[src/rtl/vna_pkg.sv]
package vna_pkg;

    localparam int VERTICES_DEF = 1024;
    localparam int NORMALS_DEF  = 1024;

    localparam int IDX_W  = 10;
    localparam int POS_W  = 16;
    localparam int SUM_W  = 48;
    localparam int XP_W   = 35;
    localparam int MUL_W  = 25;
    localparam int PROD_W = 2 * MUL_W;
    localparam int SQ_W   = 95;
    localparam int LEN_W  = 96;
    localparam int Q_W    = 29;
    localparam int ROOT_W = 15;
    localparam int UNIT_W = 16;

    localparam logic [1:0] OP_STORE = 2'd0;
    localparam logic [1:0] OP_ACCUM = 2'd1;
    localparam logic [1:0] OP_READ  = 2'd2;
    localparam logic [1:0] OP_CLEAR = 2'd3;

    typedef struct packed {
        logic busy;
        logic done;
    } t_root_st;

endpackage

[src/rtl/vna_mul.sv]
module vna_mul import vna_pkg::*; (
    input  logic                     i_clk,
    input  logic signed [MUL_W-1:0]  i_a,
    input  logic signed [MUL_W-1:0]  i_b,
    output logic signed [PROD_W-1:0] o_p
);

    logic signed [PROD_W-1:0] r_p;

    always_ff @(posedge i_clk) begin
        r_p <= i_a * i_b;
    end

    assign o_p = r_p;

endmodule

[config.mk]
export PLATFORM = sky130hd
export DESIGN_NAME = vna_mul
export DESIGN_NICKNAME = d
export VERILOG_FILES = /design/src/rtl/vna_pkg.sv /design/src/rtl/vna_mul.sv
export SDC_FILE = /design/constraint.sdc
export NUM_CORES = 2
export LEC_CHECK = 0
export ABC_AREA = 0
export BUFFER_PORTS_ARGS = -buffer_cell sky130_fd_sc_hd__buf_2
export CORE_MARGIN = 5
export CORE_UTILIZATION = 30
export CTS_BUF_LIST = sky130_fd_sc_hd__clkbuf_8
export DETAILED_ROUTE_END_ITERATION = 16
export PLACE_DENSITY = 0.45
export SETUP_SLACK_MARGIN = 0.3
export SYNTH_ARGS = -nofsm -noshare
export SYNTH_HDL_FRONTEND = slang
export SYNTH_SLANG_ARGS = --single-unit
export TNS_END_PERCENT = 5
[constraint.sdc]
create_clock -name i_clk -period 10.7 [get_ports i_clk]
set_clock_uncertainty 0.2 [all_clocks]
set_input_delay 3.21 -clock i_clk [delete_from_list [all_inputs] [get_ports i_clk]]
set_output_delay 3.21 -clock i_clk [all_outputs]
set_load 0.01 [all_outputs]
### Yosys cells after proc, flatten, opt, wreduce, memory -nomap -nowiden

Index checks and enable logic that the tools add are counted.

| storage, ports and cells | value |
|---|---|
| flip-flop bits (word level) | 50 |
| input bits | 51 |

| operators by class | value |
|---|---|
| $mul | 1 |

Operator list:

| kind | count |
|---|---|
| multiplier 25 x 25 -> 50 bit | 1 |

### Longest topological paths before layout

| logic depth | value |
|---|---|
| depth in word-level cells | 1 |
| gate-level depth with buffers | 26 |

### Worst setup path after synthesis

No wires, ideal clock.

| timing path | value |
|---|---|
| path type | input port to flip-flop |
| start point | input port i_a[24] |
| end point | register r_p[47] (netlist: o_p[47]) |
| setup time | 0.121 ns |
| arrival | 9.708 ns |
| required time | 10.379 ns |
| setup slack | 0.671 ns |
| stages | 24 |
| cells stage by stage | clkbuf_1 -> nand2_1 -> inv_1 -> fa_1 -> inv_1 -> fa_1 -> inv_1 -> fa_1 -> fa_1 -> fa_1 -> fa_1 -> inv_1 -> fa_1 -> inv_1 -> ha_1 -> clkbuf_1 -> a21o_1 -> a21o_1 -> a21oi_1 -> o21bai_1 -> a2bb2oi_1 -> o41ai_2 -> o41a_1 -> xor2_1 |

| between the ends | value |
|---|---|
| longest elaborated chain between the ends | 1 |

Ends and longest elaborated chain:

| what | RTL line | source |
|---|---|---|
| start, declared | vna_mul.sv:3 | `input logic signed [MUL_W-1:0] i_a,` |
| multiplier 25 x 25 -> 50 bit | vna_mul.sv:11 | `r_p <= i_a * i_b;` |
| end signal, assigned | vna_mul.sv:11 |  |
| end, declared | vna_mul.sv:8 | `logic signed [PROD_W-1:0] r_p;` |

No other way between the ends.

### Worst setup path after layout

| timing path | value |
|---|---|
| start point | input port i_a[13] |
| end point | register r_p[48] (netlist: o_p[48]) |

Same word-level chain as after synthesis.

==> results by group <==
Logic synthesis
  – Post-synthesis compound-gate area fraction: 3.938%
  – Synth warn: 0
  – Top cell type's share of synthesized area: 54.83%
  – Synthesized area per cell: 9.377 um^2
  – Simple logic cell fraction of the synthesized area: 15.01%
  – Leading post-synthesis cells by cell area: fa_1 55%, inv_1 11%, and2_1 8.3%, ha_1 7.3%, nand2_1 4.8%
  – Most common flop cell mapped by yosys: dfxtp_1
  – Async set-or-reset flop fraction in the synthesized netlist: 0%
  – Register area share after synthesis: 4.167%
  – Synth Area in Adders: 62.18%
  – Count of cell types in the netlist: 48
  – Synth Instances: 2562
  – Yosys reg bits: 50
  – EDFF count, synth: 0
  – Largest family of logic cells by synthesized area: adder cells
  – Synth area leader: fa_1
  – XOR/XNOR Fraction of Synth Area: 2.115%
  – Post-Syn Area: 24020 um^2
  – Mux cell area share after synthesis: 0.04688%
  – Syn Nets: 3412

Clock network
  – Clock-pin slew on the worst setup and hold paths: 180 ps
  – CTS root buf: clkbuf_8
  – Maximum clock insertion buffer count: 2
  – CTS resizes: 0
  – CTS H-tree lvls: 2
  – CTS tree: yes
  – # hold bufs at CTS: 0
  – Num CTS Buffers: 5
  – CTS sink count: 50
  – Setup bufs post-CTS: 0

Global routing
  – Antenna violations before repair: 10
  – Largest net degree at the start of global routing: 27
  – Vias in the first global route: 19420
  – Total Routing Usage GR: 16.45%
  – First-pass GRT wire length: 110.1 mm
  – Gr ovfl total: 0

Worst setup path
  – Crit path kind: in -> reg
  – Setup crit start kind: input pin
  – CP Capture Type: flop
  – Crit path arrival time: 10220 ps
  – Worst EP required: 10880 ps
  – Critical Path Fanout Max: 17

Timing
  – Fin. max-slew vios: 0
  – F_max: 99.64 MHz
  – Relative slew margins: 57.43%
  – Final setup vio count: 0
  – Final min period: 10040 ps
  – Fin. Hold Viols: 0
  – Final setup TNS: 0 ps
  – RSZ-0062 raised after global routing: false
  – Final worst-path cycle share: 93.80%
  – Actual slew at the worst max-slew pin: 637.3 ps

Layout
  – Final nets: 3522
  – Max reg flops: 50
  – Post-route cell area: 26400 um^2
  – Share of layout cells above drive strength 1: 8.418%
  – Syn-to-layout area delta: 9.891%

Drt
  – Drt wl/cell: 18.20 um
  – Antenna viol nets, final: 0
  – Iter 0 DRT Violations: 552
  – Vias per inst: 4.433
  – Via count: 16520
  – DRT Pass-1 Iters: 5
  – Drt total wl: 67.85 mm
  – Residual DRC count: 0

Placement
  – GPL Wtd Cong: 0.8147
  – Dpl cell area: 26290 um^2
  – Post-DP HPWL: 60.07 mm
  – # port buffers: 100

Floorplanning
  – DIE AREA: 85840 um^2
  – Die Ht: 293.0 um
  – Cell row count: 103
  – Top Ports: 101
  – Die Wd: 293.0 um
  – Core ar.: 79260 um^2
  – Initial core utilization: 30.31%

Outcome
  – Run status: complete, no violations

Job
  – Max Cap Viol: 0

Min path
  – Hold Path Class: in -> reg
-- metal layers --
layer	track usage, %	vias to the layer above	share of wire, %
met5	0	-	0.040
met4	4.803	4	3.4
met3	2.434	78	3.6
met2	29.11	265	51
met1	20.97	8686	42
li1	-	7488	-
-- critical path, cell delays in order --
cell and delay (ps):
buf_2 360, buf_4 270, nand2_1 90, fa_1 530, fa_1 560, inv_1 50, fa_1 480, fa_1 520
fa_1 550, fa_1 500, inv_1 50, fa_1 470, inv_1 40, ha_1 360, nand4_1 210, a211o_1 320
a21oi_1 150, a21oi_2 170, o41ai_2 650, a41oi_1 190, buf_4 170, o21ai_1 130, xor2_1 150
-- metrics by stage --
step / cells / util (%) / setup WS, ps / hold slack, ps
floorplan: 2562 / - / 671.2 / 3137
global placement: 3715 / 33.17 / 123.7 / 3406
detailed placement: 3715 / 33.17 / 85.72 / 3406
CTS: 3723 / 33.29 / 590.3 / 3120
global route: 3725 / 33.30 / 310.0 / 3153
finish: 3727 / 33.31 / 663.4 / 3158
-- cell usage after synthesis, types with 2 or more instances --
library cell / count
and2_1: 320
a211oi_1: 3
nor2_1: 30
inv_1: 699
o21a_1: 5
nand3_1: 6
ha_1: 141
nor2b_1: 21
a211o_1: 3
o41ai_2: 2
a31oi_1: 2
clkbuf_1: 104
a41oi_1: 2
xor2_1: 19
o21ai_1: 7
o41ai_1: 3
fa_1: 658
a21boi_0: 2
a21o_1: 22
dfxtp_1: 50
o21bai_1: 7
nand2b_1: 11
or3_1: 2
nand2_1: 308
nand4_1: 8
nor3_1: 6
a21oi_1: 43
o21ai_0: 19
xnor2_1: 39
and3_1: 2
-- area by class of cell --
| class | instances | area [um^2] |
|---|---|---|
| fillers | 8363 | 52860 |
| multi-input cells | 1709 | 20010 |
| inverters | 699 | 2624 |
| repair buffers | 207 | 1341 |
| well taps | 1050 | 1314 |
| flip-flops and latches | 50 | 1001 |
| clock buffers | 5 | 68.82 |
| clock inverters | 3 | 28.78 |
| diodes | 4 | 10.01 |
-- cell usage in the layout, fill, tap and decap left out, types with 2 or more instances in the layout --
cell type  Yosys  routed
clkbuf_8       0       5
xnor2_1       39      39
a21oi_1       43      42
inv_1        699     699
a211oi_1       3       3
xor2_1        19      19
nor2_1        30      30
nand4_1        8       8
or3_1          2       2
a211o_1        3       3
nand2_1      308     308
a21oi_2        1       2
buf_12         0       3
ha_1         141     141
dfxtp_1       50      50
a21o_1        22      22
nand3_1        6       6
and3_1         2       2
buf_2          0     100
buf_4          0     104
a31oi_1        2       2
nor3_1         6       6
o21ai_1        7       7
o41ai_2        2       2
nand2b_1      11      11
and2_1       320     320
a41oi_1        2       2
nor2b_1       21      21
diode_2        0       4
fa_1         658     658
o41ai_1        3       3
a21boi_0       2       2
o21ai_0       19      19
o21a_1         5       5
o21bai_1       7       7
-- cells by family (layout without fill, tap and decap cells) --
| logic type | Yosys count | in the layout |
|---|---|---|
| fa+ha+maj | 799 | 799 |
| mux | 1 | 1 |
| compound gates | 137 | 137 |
| buf+inv | 803 | 914 |
| simple gates | 714 | 714 |
| other cells | 0 | 4 |
| flops | 50 | 50 |
| xor+xnor | 58 | 58 |
-- path summary, 6_finish.rpt --
path,from,to,slack (ps),depth (start not counted)
worst min-delay path,i_b[0],o_p[0]$_DFF_P_,3160,2
worst max-delay path,i_a[13],o_p[48]$_DFF_P_,660,23
Power is left out: the tool's default activity adds up to more than one toggle a clock period on the data nets, which glitch-free logic cannot reach.
