`config.mk`:
```
export PLATFORM = sky130hd
export DESIGN_NAME = vna_ram
export DESIGN_NICKNAME = d
export VERILOG_FILES = /design/src/rtl/vna_ram.sv
export SDC_FILE = /design/constraint.sdc
export NUM_CORES = 1
export LEC_CHECK = 0
export ABC_AREA = 1
export BUFFER_PORTS_ARGS = -buffer_cell sky130_fd_sc_hd__buf_2
export CORE_UTILIZATION = 55
export DETAILED_ROUTE_END_ITERATION = 6
export MAX_ROUTING_LAYER = met4
export PLACE_DENSITY = 0.72
export SLEW_MARGIN = 20
export SYNTH_ARGS = -nofsm -noshare
export SYNTH_HDL_FRONTEND = slang
export SYNTH_SLANG_ARGS = --single-unit
```
`constraint.sdc`:
```
create_clock -name i_clk -period 1.1 [get_ports i_clk]
set_input_delay 0.055 -clock i_clk [delete_from_list [all_inputs] [get_ports i_clk]]
set_output_delay 0.055 -clock i_clk [all_outputs]
set_load 0.05 [all_outputs]
```
`src/rtl/vna_ram.sv`:
```
module vna_ram #(
    parameter int WIDTH = 8,
    parameter int DEPTH = 16
) (
    input  logic                                     i_clk,
    input  logic                                     i_we,
    input  logic [((DEPTH > 1) ? $clog2(DEPTH) : 1)-1:0] i_waddr,
    input  logic [WIDTH-1:0]                         i_wdata,
    input  logic [((DEPTH > 1) ? $clog2(DEPTH) : 1)-1:0] i_raddr,
    output logic [WIDTH-1:0]                         o_rdata
);

    logic [WIDTH-1:0] r_mem [DEPTH];
    logic [WIDTH-1:0] r_rdata;

    always_ff @(posedge i_clk) begin
        if (i_we) begin
            r_mem[i_waddr] <= i_wdata;
        end
        r_rdata <= r_mem[i_raddr];
    end

    assign o_rdata = r_rdata;

endmodule

```
Word level (Yosys, flattened, before mapping)
Memories as Yosys holds them, arrays and structs flattened. A register that Yosys moved wholly into a read port is not among the register bits.
Cells that the tools add are included.
{"block": "totals", "ff_bits": 0, "mem_bits_rw": 128, "output_inout_bits": 8, "mem_count": 1}
{"block": "classes", "mux": 2}
{"name": "r_mem", "words": 16, "word_bits": 8, "read_ports": 1, "rd_ports_with_merged_regs": 1, "write_ports": 1, "line": "13", "text": "logic [WIDTH-1:0] r_mem [DEPTH];"}
{"operator": "1-bit 2-to-1 mux", "n": 2}

Logic depth before layout (Yosys ltp)
{"block": "logic_depth", "depth_word": 2, "mapped_depth": 8, "ltp_nobuf": 7}

Least setup slack after synthesis
OpenSTA, ideal clock, no wires.
{"block": "synth_timing", "kind": "input port to flip-flop", "from": "input i_waddr[3] in the netlist's numbering", "to": "memory r_mem[4][0], enable pin", "setup_time_ns": 0.370, "arrival_ns": 0.636, "path_slack_ns": 0.094, "stages": 2, "path_cell_list": "nand3b_1 -> nor2_1"}
{"element": "start, declared", "line": "7", "text": "input logic [((DEPTH > 1) ? $clog2(DEPTH) : 1)-1:0] i_waddr,"}
{"element": "end, declared", "line": "13"}
No word-level cell before the write port.

Worst setup path after layout
{"block": "layout_timing", "from": "register r_rdata[6], in the netlist o_rdata[6], read port of r_mem", "to": "output o_rdata[6]"}
{"element": "start, declared", "line": "14", "text": "logic [WIDTH-1:0] r_rdata;"}
{"element": "end, declared", "line": "10", "text": "output logic [WIDTH-1:0] o_rdata"}
No word-level cell between the ends.

==> metrics list <==
- Unique masters post-synth: 12
- Number of vias per cell after detailed routing: 5.244
- Buffers inserted during clock tree synthesis total 17.
- Excluding fillers, the count of instances in the completed layout stands at between 700 and 800.
- Fraction of the yosys area taken by sequential cells: between 60% and 70%
- Counting both buffers and inverters, the worst setup path holds a total of 1.
- Number of instances in the synthesized netlist: 551
- For this design, the slowest cell found on the critical path is sky130_fd_sc_hd__dfxtp_4.
- Pre-CTS setup slack: -0.08805 ns
- In this run the number of cells on the critical path is 1.
* Largest net degree at the start of global routing: 42
- Internal: between 0.01 and 0.015 W
- The final count of hold timing violations was 0.
* TritonCTS clock tree: built
- Power spread over the standard cell area amounts to between 1500 and 2000 nW/um^2.
- The count of nets left with antenna violations once routing finished came out at 0.
* Largest fanout of any net on the critical path: 1
- In this run, the number of DRC markers left after iteration 0 of detailed routing was about 360.
- Net count of the mapped netlist: between 500 and 600
* Core utilization of the finished layout: 68.17%
- The final reports fail on DRC.
- Share of post-route cells with drive strength above 1: between 10 and 15%
- Wire length reported by the detailed router: approximately 13 mm
- Share of the clock period used by the worst path after layout: a little over nine tenths
- Die footprint: roughly 11000 sq um
- RSZ-0062 raised after global routing: yes
* Total number of yosys warnings: 0
* Flip-flop and latch count after synthesis: roughly 140
* Port Buffer Count: 25
- Nets: 628
- The number of antenna violations at the first check in global routing came to 0.
- CP Class: reg2out
* Met1 routed wirelength after detailed routing: roughly 5.3 mm
- CTS Sinks: ~140
- The clock tree synthesis step divided the H-tree into 4 levels.
* Initial core utilization: a little under three fifths
* Via count of the routed design: around 4000
- Critical path startpoint category: register
- Final number of setup-violating endpoints: 0
* Clock period minus final worst setup slack: around 1.1 ns
* Cell count after placement: just over 700
- For this design the total switching power over the nets is approximately 0.0027 W.
* Critical path endpoint category: output pin
- CP Cell Sequence: buf_8
* Req. time, crit path: 1.04 ns
* Worst r2r src: r_mem[8][5]
- Data arrives at the worst endpoint at just over 1 ns.
- Beginning of the worst hold path: i_raddr[2]
- In the final routed layout, each cell accounts on average for between 15 and 20 microns.
* Clock network power share: 46.7%
- Final routed DRC violation total: 2
* Maximum clock skew at final layout: between 0.006 and 0.007 ns
- Diode insertion count for antenna repair: 0
* Highest metal layer used by the detailed router: met4
- Leakage power: just over 3 nW
* Buffers from clock root to sink, at most: 2
- Syn-to-layout area delta: 20.94%
* Total count of max-transition violations in the final report: 0
* Global-route wire length before repair: 20.40 mm
- Global-route total usage across every layer: between 20% and 30%
- Net switching is 21.49% of the power.
- Register share of total power: 45.8%
* Total of fill cells in the finished design: 748
- Core outline area: 10230 sq um
- The number of global-route vias before repair came to about 3800.
* Final RePlAce weighted congestion: between 0.8 and 0.9
* DP Wirelength: a little under 8 mm
- Run status: complete, but fails checks
- Each instance of the synthesized netlist takes up on average about 10 sq um.
- Horiz. Die Dim: approximately 100 microns
* Worst reg2reg endpoint: o_rdata[5]
- In this run the vertical extent of the chip is 104.4 microns.
- In this run the tightest slew margin relative to its limit is about three quarters.
* Post-CTS clock slew at the launch and capture registers of the worst setup and hold paths: around 0.060 ns
* Delay contributed by the slowest stage of the critical path: ~0.37 ns
- The routed design uses 6.217 mm of met2 wire.
- After layout, the worst setup slack is between 0.02 and 0.025 ns.
- The min-delay analysis places its worst path in the category in2reg.
- Combinational logic is responsible for approximately 7.5% of the overall power.
- For this design the top-level I/O count stands at 26.
* Worst-Margin Slew: 0.3899 ns
- Clock Root Buffer: sky130_fd_sc_hd__clkbuf_8
- Leftover overflow at the end of global routing: 0
- Standard-cell row count: 37
* Worst hold path endpoint: o_rdata[4]
* Achievable frequency: just over 900 MHz
- Maximum ir drop on the vdd rail: 0.001215 V
* Number of max-capacitance violations reported: 0
- Worst Hold Depth: 5
- Initial DRT Pass Iterations: 7
- The mapped netlist covers just under 6000 sq um.
- Path depth of the worst reg2reg path: 6
* Kind of cell with the highest combined delay on the critical path: flip-flops
- Summed over all nets, wire length on met3 after detailed routing comes to 966 microns.
* Setup bufs post-CTS: 0
* Reg2reg setup slack: roughly 0.090 ns
- Clock insertion delay at the later pin of the skew report: just over 0.5 ns
## layer usage
metal  global-route usage (%)  vias to the layer above
li1                         -                     1892
met1                    35.33                     1839
met2                    38.46                      205
met3                    5.702                       39
met4                    14.08                        0
met5                        -                        -
## through the flow
step           instance area, sq um  power [W]  setup TNS [ns]  hold slack [ns]
2_1_floorplan                  5767   0.006457               0           0.1539
3_3_place_gp                   6208   0.006791         -0.3704           0.4678
3_5_place_dp                   6208   0.006809         -0.3755           0.4699
4_1_cts                        6959    0.01277               0          0.06542
5_1_grt                        6974    0.01311        -0.01666          0.08526
6_report                       6974    0.01274               0          0.07414
## cell families (layout without fill, tap and decap cells)
kind of cell	Yosys count	count (layout)	synth area share [%]
and+or+nand+nor	289	289	21.05
buffers and inverters	126	197	9.525
DFF	136	136	69.43
## worst max path at each step
stage	startpoint	to
final	o_rdata[6]	o_rdata[6]
after global placement	i_raddr[0]	o_rdata[5]
after floorplan	i_waddr[3]	r_mem[4][0]
after CTS	o_rdata[6]	o_rdata[6]
after global routing	o_rdata[6]	o_rdata[6]
after detailed placement	i_raddr[0]	o_rdata[5]
## area by class of cell
cell class / count / area [sq um] / area share [%]
Timing Repair Buffer: 64 / 578.1 / 8.288
Tap cell: 136 / 170.2 / 2.440
Clock inverter: 13 / 201.4 / 2.888
Inverter: 102 / 382.9 / 5.490
Clock buffer: 18 / 417.9 / 5.992
Sequential cell: 136 / 4010 / 57.50
Multi-Input combinational cell: 289 / 1214 / 17.40
## timing repair
action,4_1_cts,5_1_grt
hold endpoints to repair,130,0
hold buffers,9,0
setup endpoints to repair,8,5
gates resized for setup,15,5
## synthesized netlist by cell type
master	instances	area share (%)
sky130_fd_sc_hd__nand2_1	173	11
sky130_fd_sc_hd__edfxtp_1	128	67
sky130_fd_sc_hd__inv_1	100	6.5
sky130_fd_sc_hd__nand3_1	97	8.4
sky130_fd_sc_hd__nor2_1	17	1.1
sky130_fd_sc_hd__buf_2	13	1.1
sky130_fd_sc_hd__dfxtp_1	8	2.8
sky130_fd_sc_hd__buf_6	6	1.2
sky130_fd_sc_hd__buf_4	4	0.52
sky130_fd_sc_hd__inv_2	2	0.13
sky130_fd_sc_hd__nand3b_1	2	0.26
sky130_fd_sc_hd__buf_1	1	0.065
## layout by cell type, fill, tap and decap left out
cell / count
sky130_fd_sc_hd__buf_12: 7
sky130_fd_sc_hd__buf_2: 17
sky130_fd_sc_hd__buf_4: 25
sky130_fd_sc_hd__buf_6: 4
sky130_fd_sc_hd__buf_8: 2
sky130_fd_sc_hd__bufinv_16: 5
sky130_fd_sc_hd__clkbuf_1: 1
sky130_fd_sc_hd__clkbuf_16: 16
sky130_fd_sc_hd__clkbuf_8: 1
sky130_fd_sc_hd__clkinv_1: 1
sky130_fd_sc_hd__clkinv_2: 3
sky130_fd_sc_hd__clkinvlp_4: 2
sky130_fd_sc_hd__dfxtp_1: 5
sky130_fd_sc_hd__dfxtp_2: 2
sky130_fd_sc_hd__dfxtp_4: 1
sky130_fd_sc_hd__dlygate4sd3_1: 9
sky130_fd_sc_hd__edfxtp_1: 128
sky130_fd_sc_hd__inv_1: 100
sky130_fd_sc_hd__inv_2: 2
sky130_fd_sc_hd__inv_6: 2
sky130_fd_sc_hd__nand2_1: 173
sky130_fd_sc_hd__nand3_1: 97
sky130_fd_sc_hd__nand3b_1: 2
sky130_fd_sc_hd__nor2_1: 17
## power groups by stage
| stage | clock [W] | sequential [W] | combinational [W] |
|---|---|---|---|
| after global routing | 0.00623 | 0.00585 | 0.00102 |
| after detailed placement | 0 | 0.00594 | 0.000871 |
| after CTS | 0.00600 | 0.00584 | 0.000937 |
| final | 0.00595 | 0.00584 | 0.000949 |
| after floorplan | 0 | 0.00605 | 0.000409 |
| after global placement | 0 | 0.00593 | 0.000857 |
## registers in the layout, indices dropped and copies added (netlist names)
register  count
r_mem       128
o_rdata       8
Note: power is estimated with default switching activity, not from simulation.
