$ cat config.mk
export PLATFORM = sky130hd
export DESIGN_NAME = vna_root
export DESIGN_NICKNAME = d
export VERILOG_FILES = /design/src/rtl/vna_pkg.sv /design/src/rtl/vna_root.sv
export SDC_FILE = /design/constraint.sdc
export NUM_CORES = 1
export LEC_CHECK = 0
export BUFFER_PORTS_ARGS = -buffer_cell sky130_fd_sc_hd__buf_4
export CELL_PAD_IN_SITES_DETAIL_PLACEMENT = 1
export CELL_PAD_IN_SITES_GLOBAL_PLACEMENT = 2
export CORE_UTILIZATION = 36
export CTS_BUF_LIST = sky130_fd_sc_hd__clkbuf_16
export DETAILED_ROUTE_END_ITERATION = 16
export PLACE_DENSITY_LB_ADDON = 0.05
export SETUP_SLACK_MARGIN = 0.1
export SYNTH_ARGS = -nofsm -noshare
export SYNTH_HDL_FRONTEND = slang
export SYNTH_SLANG_ARGS = --single-unit
export TNS_END_PERCENT = 20
$ cat constraint.sdc
create_clock -name i_clk -period 6.55 [get_ports i_clk]
set_clock_uncertainty 0.15 [all_clocks]
set_input_delay 1.31 -clock i_clk [delete_from_list [all_inputs] [get_ports i_clk]]
set_output_delay 1.31 -clock i_clk [all_outputs]
set_load 0.01 [all_outputs]
$ cat src/rtl/vna_pkg.sv
package vna_pkg;

    localparam int VERTICES_DEF = 1024;
    localparam int NORMALS_DEF  = 1024;

    localparam int IDX_W  = 10;
    localparam int POS_W  = 16;
    localparam int SUM_W  = 48;
    localparam int XP_W   = 35;
    localparam int MUL_W  = 25;
    localparam int PROD_W = 2 * MUL_W;
    localparam int SQ_W   = 95;
    localparam int LEN_W  = 96;
    localparam int Q_W    = 29;
    localparam int ROOT_W = 15;
    localparam int UNIT_W = 16;

    localparam logic [1:0] OP_STORE = 2'd0;
    localparam logic [1:0] OP_ACCUM = 2'd1;
    localparam logic [1:0] OP_READ  = 2'd2;
    localparam logic [1:0] OP_CLEAR = 2'd3;

    typedef struct packed {
        logic busy;
        logic done;
    } t_root_st;

endpackage

$ cat src/rtl/vna_root.sv
module vna_root import vna_pkg::*; (
    input  logic              i_clk,
    input  logic              i_rst_n,
    input  logic              i_start,
    input  logic [SQ_W-1:0]   i_sq,
    input  logic [LEN_W-1:0]  i_len,
    output t_root_st          o_st,
    output logic [ROOT_W-1:0] o_root
);

    localparam logic [1:0] P_IDLE = 2'd0;
    localparam logic [1:0] P_DIV  = 2'd1;
    localparam logic [1:0] P_SQRT = 2'd2;

    logic [1:0]        r_phase;
    logic [4:0]        r_cnt;
    logic              r_done;
    logic [LEN_W-1:0]  r_den;
    logic [LEN_W-1:0]  r_rem;
    logic              r_nb;
    logic [Q_W:0]      r_q;
    logic [18:0]       r_srem;
    logic [ROOT_W-1:0] r_root;

    logic [LEN_W:0]    w_t;
    logic [LEN_W:0]    w_d;
    logic              w_ge;
    logic [18:0]       w_sr;
    logic [18:0]       w_test;
    logic              w_sge;

    assign w_t    = {r_rem, r_nb};
    assign w_d    = w_t - {1'b0, r_den};
    assign w_ge   = w_t >= {1'b0, r_den};
    assign w_sr   = {r_srem[16:0], r_q[Q_W:Q_W-1]};
    assign w_test = {2'b00, r_root, 2'b01};
    assign w_sge  = w_sr >= w_test;

    always_ff @(posedge i_clk) begin
        if (!i_rst_n) begin
            r_phase <= P_IDLE;
            r_cnt   <= '0;
            r_done  <= 1'b0;
        end else begin
            r_done <= 1'b0;
            unique case (r_phase)
                P_IDLE: begin
                    if (i_start) begin
                        r_phase <= P_DIV;
                        r_cnt   <= 5'(Q_W - 1);
                    end
                end
                P_DIV: begin
                    if (r_cnt == '0) begin
                        r_phase <= P_SQRT;
                        r_cnt   <= 5'(ROOT_W - 1);
                    end else begin
                        r_cnt <= r_cnt - 5'd1;
                    end
                end
                P_SQRT: begin
                    if (r_cnt == '0) begin
                        r_phase <= P_IDLE;
                        r_done  <= 1'b1;
                    end else begin
                        r_cnt <= r_cnt - 5'd1;
                    end
                end
                default: r_phase <= P_IDLE;
            endcase
        end
    end

    always_ff @(posedge i_clk) begin
        if (r_phase == P_IDLE && i_start) begin
            r_den  <= i_len;
            r_rem  <= LEN_W'(i_sq >> 1);
            r_nb   <= i_sq[0];
            r_q    <= '0;
            r_srem <= '0;
            r_root <= '0;
        end else if (r_phase == P_DIV) begin
            r_rem <= w_ge ? w_d[LEN_W-1:0] : w_t[LEN_W-1:0];
            r_nb  <= 1'b0;
            r_q   <= {r_q[Q_W-1:0], w_ge};
        end else if (r_phase == P_SQRT) begin
            r_srem <= w_sge ? (w_sr - w_test) : w_sr;
            r_root <= {r_root[ROOT_W-2:0], w_sge};
            r_q    <= {r_q[Q_W-2:0], 2'b00};
        end
    end

    assign o_st.busy = (r_phase != P_IDLE);
    assign o_st.done = r_done;
    assign o_root    = r_root;

endmodule

# [Word-level counts from Yosys, hierarchy flattened]
# Index checks and enable logic that the tools add are counted.
[word_totals] reg_bits=263 inputBits=194
[op_classes] n_addsub=3 order_cmp=2 eq_ne=6 muxes=17 n_bitwise=1 reduce_logical=11
[ops] op="$mux W94" count=2
[ops] op="$ge A97 B96 Y1" count=1
[ops] op="$mux W96" count=1
[ops] op="$sub A96 B96 Y96" count=1
[ops] op="$mux W30" count=2
[ops] op="$ge A19 B17 Y1" count=1
[ops] op="$mux W17" count=1
[ops] op="$sub A17 B17 Y17" count=1
[ops] op="$mux W5" count=3
[ops] op="$pmux W5 S3" count=1
[ops] op="$ne A2 B2 Y1 const B" count=4
[ops] op="$mux W2" count=3
[ops] op="$pmux W2 S3" count=1
[ops] op="$reduce_and A3 Y1" count=2
[ops] op="$reduce_bool A2 Y1" count=3
[ops] op="$logic_not A5 Y1" count=1
[ops] op="$sub A5 B1 Y5 const B" count=1
[ops] op="$reduce_and A2 Y1" count=2
[ops] op="$mux W1" count=3
[ops] op="$reduce_bool A3 Y1" count=1
[ops] op="$eq A2 B1 Y1 const B" count=1
[ops] op="$eq A2 B2 Y1 const B" count=1
[ops] op="$logic_not A2 Y1" count=1
[ops] op="$logic_and A1 B1 Y1" count=1
[ops] op="$not A1 Y1" count=1

# [Longest topological paths before layout]
# Gate-level depths: netlist (run 1).
[depth] ltp_word=4 depth_mapped=17 mapped_depth_nobuf=16

# [Least setup slack after synthesis (run 1)]
# OpenSTA, ideal clock, no wires.
[synth_path] path_type="input -> register" from="in i_start" to="reg r_den[0], enable pin" arrival_time_ns=4.633 t_required_ns=5.903 slack_ns=1.269 stages=4 path_buffers=2 path_cell_list="nand2_1 -> clkinv_1 -> clkbuf_1 -> buf_1"
[synth_between] elab_chain_len=1
[synth_rtl] element="start, declared" line="vna_root.sv:4" rtl="input logic i_start,"
[synth_rtl] element="$logic_and A1 B1 Y1" line="vna_root.sv:75" rtl="if (r_phase == P_IDLE && i_start) begin"
[synth_rtl] element="end signal, assigned" line="vna_root.sv:76" rtl="r_den <= i_len;"
[synth_rtl] element="end, declared" line="vna_root.sv:18" rtl="logic [LEN_W-1:0] r_den;"
# Every way passes these cells.
# A chain may end at the register's enable or synchronous reset.

# [Final worst setup path (run 1)]
[layout_path] from="reg r_rem[2]" to="reg r_rem[62], data pin"
[layout_between] elab_chain_len=4 elab_cells_between_ends=5 classes_between="1 x add/sub; 1 x order compare; 3 x mux"
[layout_rtl] element="start, declared" line="vna_root.sv:19" rtl="logic [LEN_W-1:0] r_rem;"
[layout_rtl] element="start signal, assigned" line="vna_root.sv:77" rtl="r_rem <= LEN_W'(i_sq >> 1);"
[layout_rtl] element="start signal, assigned" line="vna_root.sv:83" rtl="r_rem <= w_ge ? w_d[LEN_W-1:0] : w_t[LEN_W-1:0];"
[layout_rtl] element="$sub A96 B96 Y96 or $ge A97 B96 Y1 (tied branches)" line="vna_root.sv:33, vna_root.sv:34"
[layout_rtl] element="$mux W96 *" line="vna_root.sv:83"
[layout_rtl] element="$mux W94 *" line="vna_root.sv:82" rtl="end else if (r_phase == P_DIV) begin"
[layout_rtl] element="$mux W94 *" line="vna_root.sv:75"
# Every way passes the cells marked *; elsewhere a longest branch is shown, timed or not. The select of a mux whose other input is x is not followed.

==> results.md, run 1 <==
Die:
- The floorplan step defined a die boundary enclosing 51,000 um2.
- The effective utilization at floorplan is 36.7%.
- The boundary pin count is 211.
- From left edge to right edge, the die measures 226 um.
- The core area is 49,200 um2.
- The vertical die dimension is 226 um.
- The number of placement rows is 81.

Routing:
- The total DRC errors in the routed layout is 0.
- The overall via count from detail_route is 15,700.
- The total met3 wirelength after detailed routing is 1980 um.
- The average wire per standard cell is 19.5 um.
- The detailed router finished its first iteration with 610 violations.
- In the final routing, the length of wire on met1 measures 26,800 um.
- The highest layer touched by signal routing is met4.
- The via count normalized by instance count is 5.39.
- The detail route stage leaves a number of antenna-violating nets equal to 0.
- Wire segments on met2 add up to 27,000 um in the final route.
- Wires add up to 57,000 um.
- The total iterations of the first detailed-routing run is 4.

Min path:
- The worst hold path begins at r_q[1]$_SDFFE_PP0N_.
- The worst hold path was traced through 2 stages.
- The worst min-delay path category is reg2reg.
- The path with the worst hold slack has its endpoint at r_q[1]$_SDFFE_PP0N_.

Clock tree:
- After clock tree synthesis, the setup repair step added 0 buffers.
- The master cell of the clock root buffer is sky130_fd_sc_hd__clkbuf_16.
- The clock drives 263 sinks.
- The quantity of gates resized following cts is 0.
- Clock-pin slew was measured on the worst setup and hold paths at 0.05 ns.
- TritonCTS built the clock tree.
- The H-tree was split into 2 levels.
- The clock insertion delay at the later pin of the skew report is 0.55 ns.
- The total of hold buffers inserted after clock tree synthesis is 0.
- The longest clock path from root to sink contains 3 buffers.
- Clock tree synthesis inserted a total of 35 buffers.

Power:
- VDD sags by at most 0.402 mV.
- Summed over all cells, the static leakage comes to 8.57 nW.
- The power density over cell area is 637 nW/um2.

Layout:
- The number of nets at the end of the flow is 2,543.
- Leaving out filler cells and counting taps, the final layout contains 2,919.
- The repair_antennas step left the layout with diodes totalling 0.
- Fill cells in the final layout number 5,789.
- The proportion of layout cells with a drive suffix above 1 is 13.5%.
- Relative to the synthesized area, the layout overhead comes to 17.7%.

Yosys:
- During synthesis, Yosys emitted a total of 0 warnings.
- The synthesized netlist cell count is 2,084.
- The number of nets in the synthesized netlist is 2,397.
- The share of the Yosys chip area taken by registers is 39.8%.
- Of all flip-flops after synthesis, the portion carrying an async set or reset was 0%.
- Summing every instance area after synthesis gives 18,000 um2.
- The synthesized flop and latch total is 263.
- Averaged over all synthesized cells, the footprint is 8.65 um2.
- The most used flip-flop cell after synthesis is sky130_fd_sc_hd__edfxtp_1.
- The synthesized design contains 191 enable-type register cells.
- Counting distinct cell types in the post-synthesis netlist gives 79.

Timing:
- Hold is met by 0.345 ns.
- The peak clock frequency supported by timing is 207 MHz.
- The final hold violation count was 0.
- For the pin with the worst max-slew slack, the measured transition is 1.04 ns.
- Measured against its own limit, the worst slew margin works out to 30.2%.
- The post-route setup TNS is 0 ns.
- The final number of max-transition violations is 0.
- For the finished layout, the period the worst path requires is 4.82 ns.
- Setup violations remaining at the end of the flow were counted as 0.
- Setup repair after global routing left no endpoint under its margin.
- After layout, the worst path uses 73.7% of the clock period.

Worst setup path:
- Of all nets on the critical path, the largest fanout is 53.
- The kind of end point of the critical path is a flop.
- The worst setup path is of the reg2reg kind.
- Measured in cells, the most critical reg-to-reg path has a length of 13.
- The required time at the endpoint of the critical path is 6.68 ns.
- In this run the critical register-to-register path is captured at r_rem[62]$_DFFE_PP_.
- The critical path startpoint category is a flop.
- The worst register-to-register path begins at r_rem[2]$_DFFE_PP_.
- The reg2reg setup slack is 1.73 ns.
- The arrival time at the worst endpoint is 4.95 ns.

Global routing:
- The wire length of the first global-routing pass is 89,400 um.
- The final global-route overflow total is 0.
- The number of global-route vias before repair is 16,300.
- The maximum number of pins on one net before global-route repair is 76.
- The initial antenna violation count is 0.
- For this run, the total global-route usage over all layers was measured as 22.2%.

Placement:
- The wire-length estimate of the detail-placed layout is 43,600 um.
- The weighted congestion reported at the end of routability-driven placement is 0.858.
- The number of input and output port buffers inserted is 210.
- Including well taps, the total number of placed cells is 2,857.

Job:
- Across the run, the number of max-cap violations was 0.

Outcome:
- The flow ran to the end, and the final reports show no timing, DRC or antenna violations.
-- stage by stage --
step	setup slack, ns	util, %	total power, mW	area, um2
global placement	1.82	40.9	11.5	20100
detailed placement	1.74	40.9	11.6	20100
CTS	1.71	43.2	13.6	21200
global route	1.55	43.2	14.7	21200
floorplan	1.27	-	9.47	18000
finish	1.73	43.2	13.5	21200
-- cell type report --
cell class | count | area (um2) | share of cell area [%]
tap | 664 | 831 | 3.92
timing repair buffer | 225 | 1710 | 8.08
multi-input combinational | 1545 | 9760 | 46.0
inverter | 160 | 606 | 2.85
clock buffer | 37 | 926 | 4.37
sequential | 263 | 7180 | 33.8
clock inverter | 25 | 196 | 0.926
-- placed cells by master, fill, tap and decap left out, drive strengths merged, types with 19 or more instances in the layout --
cell type and instances:
a211oi 47, nand4 44, o21bai 40, inv 169, buf 225, nand3 24, edfxtp 191, mux2i 59
nand2 131, a31oi 20, xor2 38, a21oi 317, o21ai 119, xnor2 62, nor2 291, a21o 36
clkbuf 37, o21a 19, nor3 35, dfxtp 72, ha 118
-- state kept, by name, indices dropped and copies added (netlist names) --
register  flops
o_root       15
r_cnt         5
r_srem       17
r_nb          1
r_q          30
r_done        1
r_den        96
r_rem        96
r_phase       2
-- power breakdown --
| group | internal, mW | switching [mW] |
|---|---|---|
| sequential | 2.69 | 0.335 |
| combinational | 3.19 | 5.40 |
| clock | 1.14 | 0.767 |
| total | 7.02 | 6.50 |
-- routing by layer --
layer	up-vias	track usage [%]
met5	-	0
met4	0	6.25
met3	60	3.10
met2	223	37.7
met1	7683	29.3
li1	7770	-
-- synth_stat cells, types with 20 or more instances --
cell | number | area [um2]
sky130_fd_sc_hd__a21oi_1 | 316 | 1580
sky130_fd_sc_hd__nor2_1 | 290 | 1090
sky130_fd_sc_hd__edfxtp_1 | 191 | 5740
sky130_fd_sc_hd__inv_1 | 159 | 597
sky130_fd_sc_hd__nand2_1 | 131 | 492
sky130_fd_sc_hd__ha_1 | 118 | 1480
sky130_fd_sc_hd__o21ai_0 | 101 | 505
sky130_fd_sc_hd__clkbuf_1 | 79 | 297
sky130_fd_sc_hd__dfxtp_1 | 72 | 1440
sky130_fd_sc_hd__xnor2_1 | 62 | 543
sky130_fd_sc_hd__mux2i_1 | 59 | 591
sky130_fd_sc_hd__a211oi_1 | 44 | 330
sky130_fd_sc_hd__nand4_1 | 44 | 275
sky130_fd_sc_hd__o21bai_1 | 39 | 293
sky130_fd_sc_hd__xor2_1 | 38 | 333
sky130_fd_sc_hd__a21o_1 | 36 | 270
sky130_fd_sc_hd__nor3_1 | 34 | 170
sky130_fd_sc_hd__nand3_1 | 24 | 120
sky130_fd_sc_hd__a31oi_1 | 20 | 125
-- how the worst max path moves through the flow --
stage	startpoint	endpoint	slack, ns	depth (start not counted)
after floorplan	i_start	r_den[0]$_DFFE_PP_	1.27	4
after global placement	r_rem[1]$_DFFE_PP_	r_rem[62]$_DFFE_PP_	1.82	13
after detailed placement	r_rem[2]$_DFFE_PP_	r_rem[62]$_DFFE_PP_	1.74	13
after CTS	r_rem[2]$_DFFE_PP_	r_rem[62]$_DFFE_PP_	1.71	13
after global routing	r_rem[3]$_DFFE_PP_	r_rem[79]$_DFFE_PP_	1.55	13
final	r_rem[2]$_DFFE_PP_	r_rem[62]$_DFFE_PP_	1.73	13
-- cell families after synthesis --
logic type,count (synthesis),share of synthesized area [%]
flops,263,39.8
simple gates,591,14.4
fa+ha+maj,119,8.30
xor+xnor,100,4.86
mux,61,3.40
compound gates,674,22.9
buf+inv,276,6.24
-- worst max-delay path: stages, from the launching register on --
cell	delay [ns]
sky130_fd_sc_hd__edfxtp_1	0.39
sky130_fd_sc_hd__ha_1	0.40
sky130_fd_sc_hd__nand3_1	0.20
sky130_fd_sc_hd__o21bai_4	0.25
sky130_fd_sc_hd__a2111oi_4	0.40
sky130_fd_sc_hd__o311ai_2	0.22
sky130_fd_sc_hd__o21a_1	0.31
sky130_fd_sc_hd__o21ai_4	0.30
sky130_fd_sc_hd__a21oi_2	0.18
sky130_fd_sc_hd__o41ai_4	0.56
sky130_fd_sc_hd__a31oi_4	0.32
sky130_fd_sc_hd__buf_12	0.28
sky130_fd_sc_hd__nor2_2	0.41
sky130_fd_sc_hd__a221oi_1	0.14
No activity file was read; power rests on OpenSTA's default activity.
==> inputs of run 2 (changes only) <==
clock period = 4.75 ns   (was 6.55 ns; I/O delays follow)
==> run 2 against run 1 <==
Net effect: utilization is 0.36 points higher; sequential cell count stayed put; global-route usage is 0.36 points higher; sequential power is 37% higher; setup slack worse by 1.5 ns; register-to-register slack worse by 1.5 ns; final cell count is 0.82% higher; first-iteration DRC count is 29% higher; critical path type unchanged; critical endpoint is now r_rem[83]$_DFFE_PP_; largest cell class unchanged.
==> results.md, run 2 (synthesis results as in run 1) <==
Layout:
- The proportion of layout cells with a drive suffix above 1 is 14.5%.
- The largest registers in the layout are r_den (96), r_rem (96), r_q (30).
- The area growth from synthesis to final layout is 18.7%.
- The antenna diode count is 0.
- The cell area after layout is 21,400 um2.
- In the layout the commonest cells are sky130_fd_sc_hd__a21oi_1, sky130_fd_sc_hd__nor2_1, sky130_fd_sc_hd__buf_4.
- At the end of the flow, the number of nets in the layout was 2,567.
- The library cell used most frequently in the layout, excluding fill and tap cells, is sky130_fd_sc_hd__a21oi_1.

Outcome:
- The run finished with clean final reports.

Min path:
- The worst min-delay path startpoint is r_q[1]$_SDFFE_PP0N_.
- The destination of the worst hold path is r_q[1]$_SDFFE_PP0N_.
- The worst min-delay path category is reg2reg.
- Along the worst hold path, the cell count comes to 2.

Die:
- The core area is 49,200 um2.
- In this run the core area contains 81 standard-cell rows.
- The effective utilization at floorplan is 36.7%.
- The boundary pin count is 211.
- The floorplan step set the die width to 226 um.
- The full die area is 51,000 um2.
- From bottom edge to top edge, the die measures 226 um.

Clock tree:
- The number of buffers between clock root and the deepest sink is 3.
- The TritonCTS clock tree is done.
- The total of hold buffers inserted after clock tree synthesis is 0.
- The number of buffers inserted during clock tree synthesis is 34.
- Clock latency on the worst-skew pair, taken at its later pin, is 0.56 ns.
- The clock sink count is 263.
- The master cell of the clock root buffer is sky130_fd_sc_hd__clkbuf_16.
- The H-tree generated during clock tree synthesis spans 2 levels.
- The post-CTS clock slew at the launch and capture registers of the worst setup and hold paths is 0.06 ns.

Worst setup path:
- On the worst path, the slowest cell contributes a delay of 0.63 ns.
- The endpoint of the worst register-to-register path is r_rem[83]$_DFFE_PP_.
- STA classifies the critical path endpoint as a flop.
- The critical path runs through a total of 14 cells.
- The critical path in this run is classified as reg2reg.
- Counting both buffers and inverters, the worst setup path holds a total of 1.
- The biggest fanout along the worst timing path is 4.
- For this design, the slowest cell found on the critical path is sky130_fd_sc_hd__a2111oi_2.
- In this run the critical register-to-register path is launched from r_rem[1]$_DFFE_PP_.
- The cell family contributing the most delay on the critical path is compound AO/OA/AOI/OAI gates.
- The reg2reg setup slack is 0.23 ns.
- The required time at the endpoint of the critical path is 4.92 ns.
- The number of cells traversed by the worst register-to-register path is 14.
- The critical path goes through ha_1, nand3_1, o21bai_4, a2111oi_4, o311ai_2, a2111oi_2, o2111ai_2, a211oi_2, o31ai_1, buf_4, o21ai_0, xnor2_1, o21ai_1, o21a_1.
- The arrival time at the worst endpoint is 4.69 ns.
- The worst setup path is launched from a flop.

Routing:
- Detailed routing inserted a total of 15,800 vias.
- Summed over all nets, wire length on met3 after detailed routing comes to 2530 um.
- The detailed-routed wire length on met2 is 26,700 um.
- The total DRC errors in the routed layout is 0.
- The post-detailed-route count of antenna-violating nets is 0.
- The final layout contains routed wiring with a total length of 58,000 um.
- After detailed routing, the number of vias per cell comes to 5.36.
- The highest metal layer carrying signal wires in the routed design is met4.
- The total iterations of the first detailed-routing run is 4.
- The violation count after the first detailed-routing iteration is 787.
- The routed metal-1 wire length is 27,200 um.
- The average wire per standard cell is 19.7 um.

Power:
- In this run the static leakage power is 8.66 nW.
- The worst-case vdd ir drop is 0.510 mV.
- The design draws 18.9 mW.
- The power density over cell area is 883 nW/um2.

Placement:
- The detailed-placement wirelength estimate is 44,300 um.
- The placement-stage worst setup slack is 0.215 ns.
- The area after detailed placement is 20,300 um2.
- Input and output buffers added on the ports amount to 210.
- The weighted congestion reported at the end of routability-driven placement is 0.915.

Global routing:
- The overall track demand over capacity in global routing is 22.6%.
- The wire length of the first global-routing pass is 90,200 um.
- The initial antenna violation count is 0.
- Entering global routing, the biggest net connects 112 pins.
- The final global-route overflow total is 0.
- The number of global-route vias before repair is 16,400.

Job:
- The count of max-cap constraint violations is 0.

Timing:
- The final setup slack of the worst path is 0.229 ns.
- At the pin with the least slew margin, the transition time is 1.00 ns.
- The post-route setup TNS is 0 ns.
- Setup violations remaining at the end of the flow were counted as 0.
- Setup repair after global routing could not meet its margin everywhere.
- The final hold violation count was 0.
- The peak clock frequency supported by timing is 221 MHz.
- The worst slew margin relative to its limit is 33.1%.
- In the finished design, the share of the clock period the worst path needs comes to 95.2%.
- The clock period could shrink to 4.52 ns.
- The final number of max-transition violations came to 0.
==> run 2: cell types whose count changed in the layout (fill, tap and decap cells not counted), sizes merged <==
cell      before  now
inv          169  166
clkbuf        37   35
buf          225  250
clkinv        13   16
clkinvlp       0    1
==> run 2: timing repair <==
item	CTS	global route
resized for setup	0	2
endpoints found under the setup margin	0	7
buffers inserted	0	0
==> run 2: metrics by stage <==
stage	hold WS, ns	utilization [%]	std cells
2_1_floorplan	0.304	-	2084
3_3_place_gp	0.323	41.3	2882
3_5_place_dp	0.331	41.3	2882
4_1_cts	0.340	43.5	2943
5_1_grt	0.358	43.5	2943
6_report	0.341	43.5	2943
==> run 2: worst max-delay path by stage <==
| stage | slack [ns] | startpoint | endpoint |
|---|---|---|---|
| floorplan | 0.17 | i_start | r_den[0]$_DFFE_PP_ |
| global placement | 0.21 | r_rem[1]$_DFFE_PP_ | r_rem[83]$_DFFE_PP_ |
| detailed placement | 0.21 | r_rem[2]$_DFFE_PP_ | r_rem[67]$_DFFE_PP_ |
| CTS | 0.17 | r_rem[1]$_DFFE_PP_ | r_rem[67]$_DFFE_PP_ |
| global route | 0.01 | r_rem[7]$_DFFE_PP_ | r_rem[91]$_DFFE_PP_ |
| finish | 0.23 | r_rem[1]$_DFFE_PP_ | r_rem[83]$_DFFE_PP_ |
==> run 2: metal layers <==
metal / up-vias / track usage [%]
met2: 269 / 37.3
met5: - / 0
met4: 0 / 6.76
met1: 7635 / 30.1
li1: 7803 / -
met3: 80 / 3.80
==> run 2: worst min-delay path: stages (launching register included) <==
cell and delay (ns):
sky130_fd_sc_hd__dfxtp_1 0.32, sky130_fd_sc_hd__nand2b_1 0.07, sky130_fd_sc_hd__a21oi_1 0.05
==> run 2: final cells by class <==
| type | instances | area, um2 |
|---|---|---|
| fill | 5763 | 27800 |
| multi-input combinational | 1545 | 9770 |
| sequential | 263 | 7180 |
| timing repair buffer | 250 | 1910 |
| clock buffer | 35 | 876 |
| tap | 664 | 831 |
| inverter | 160 | 606 |
| clock inverter | 26 | 214 |
==> run 2: report_power, final <==
part / total, mW / internal, mW / switching (mW)
clock: 2.58 / 1.51 / 1.07
sequential: 4.15 / 3.70 / 0.444
combinational: 12.2 / 4.59 / 7.58
total: 18.9 / 9.80 / 9.10
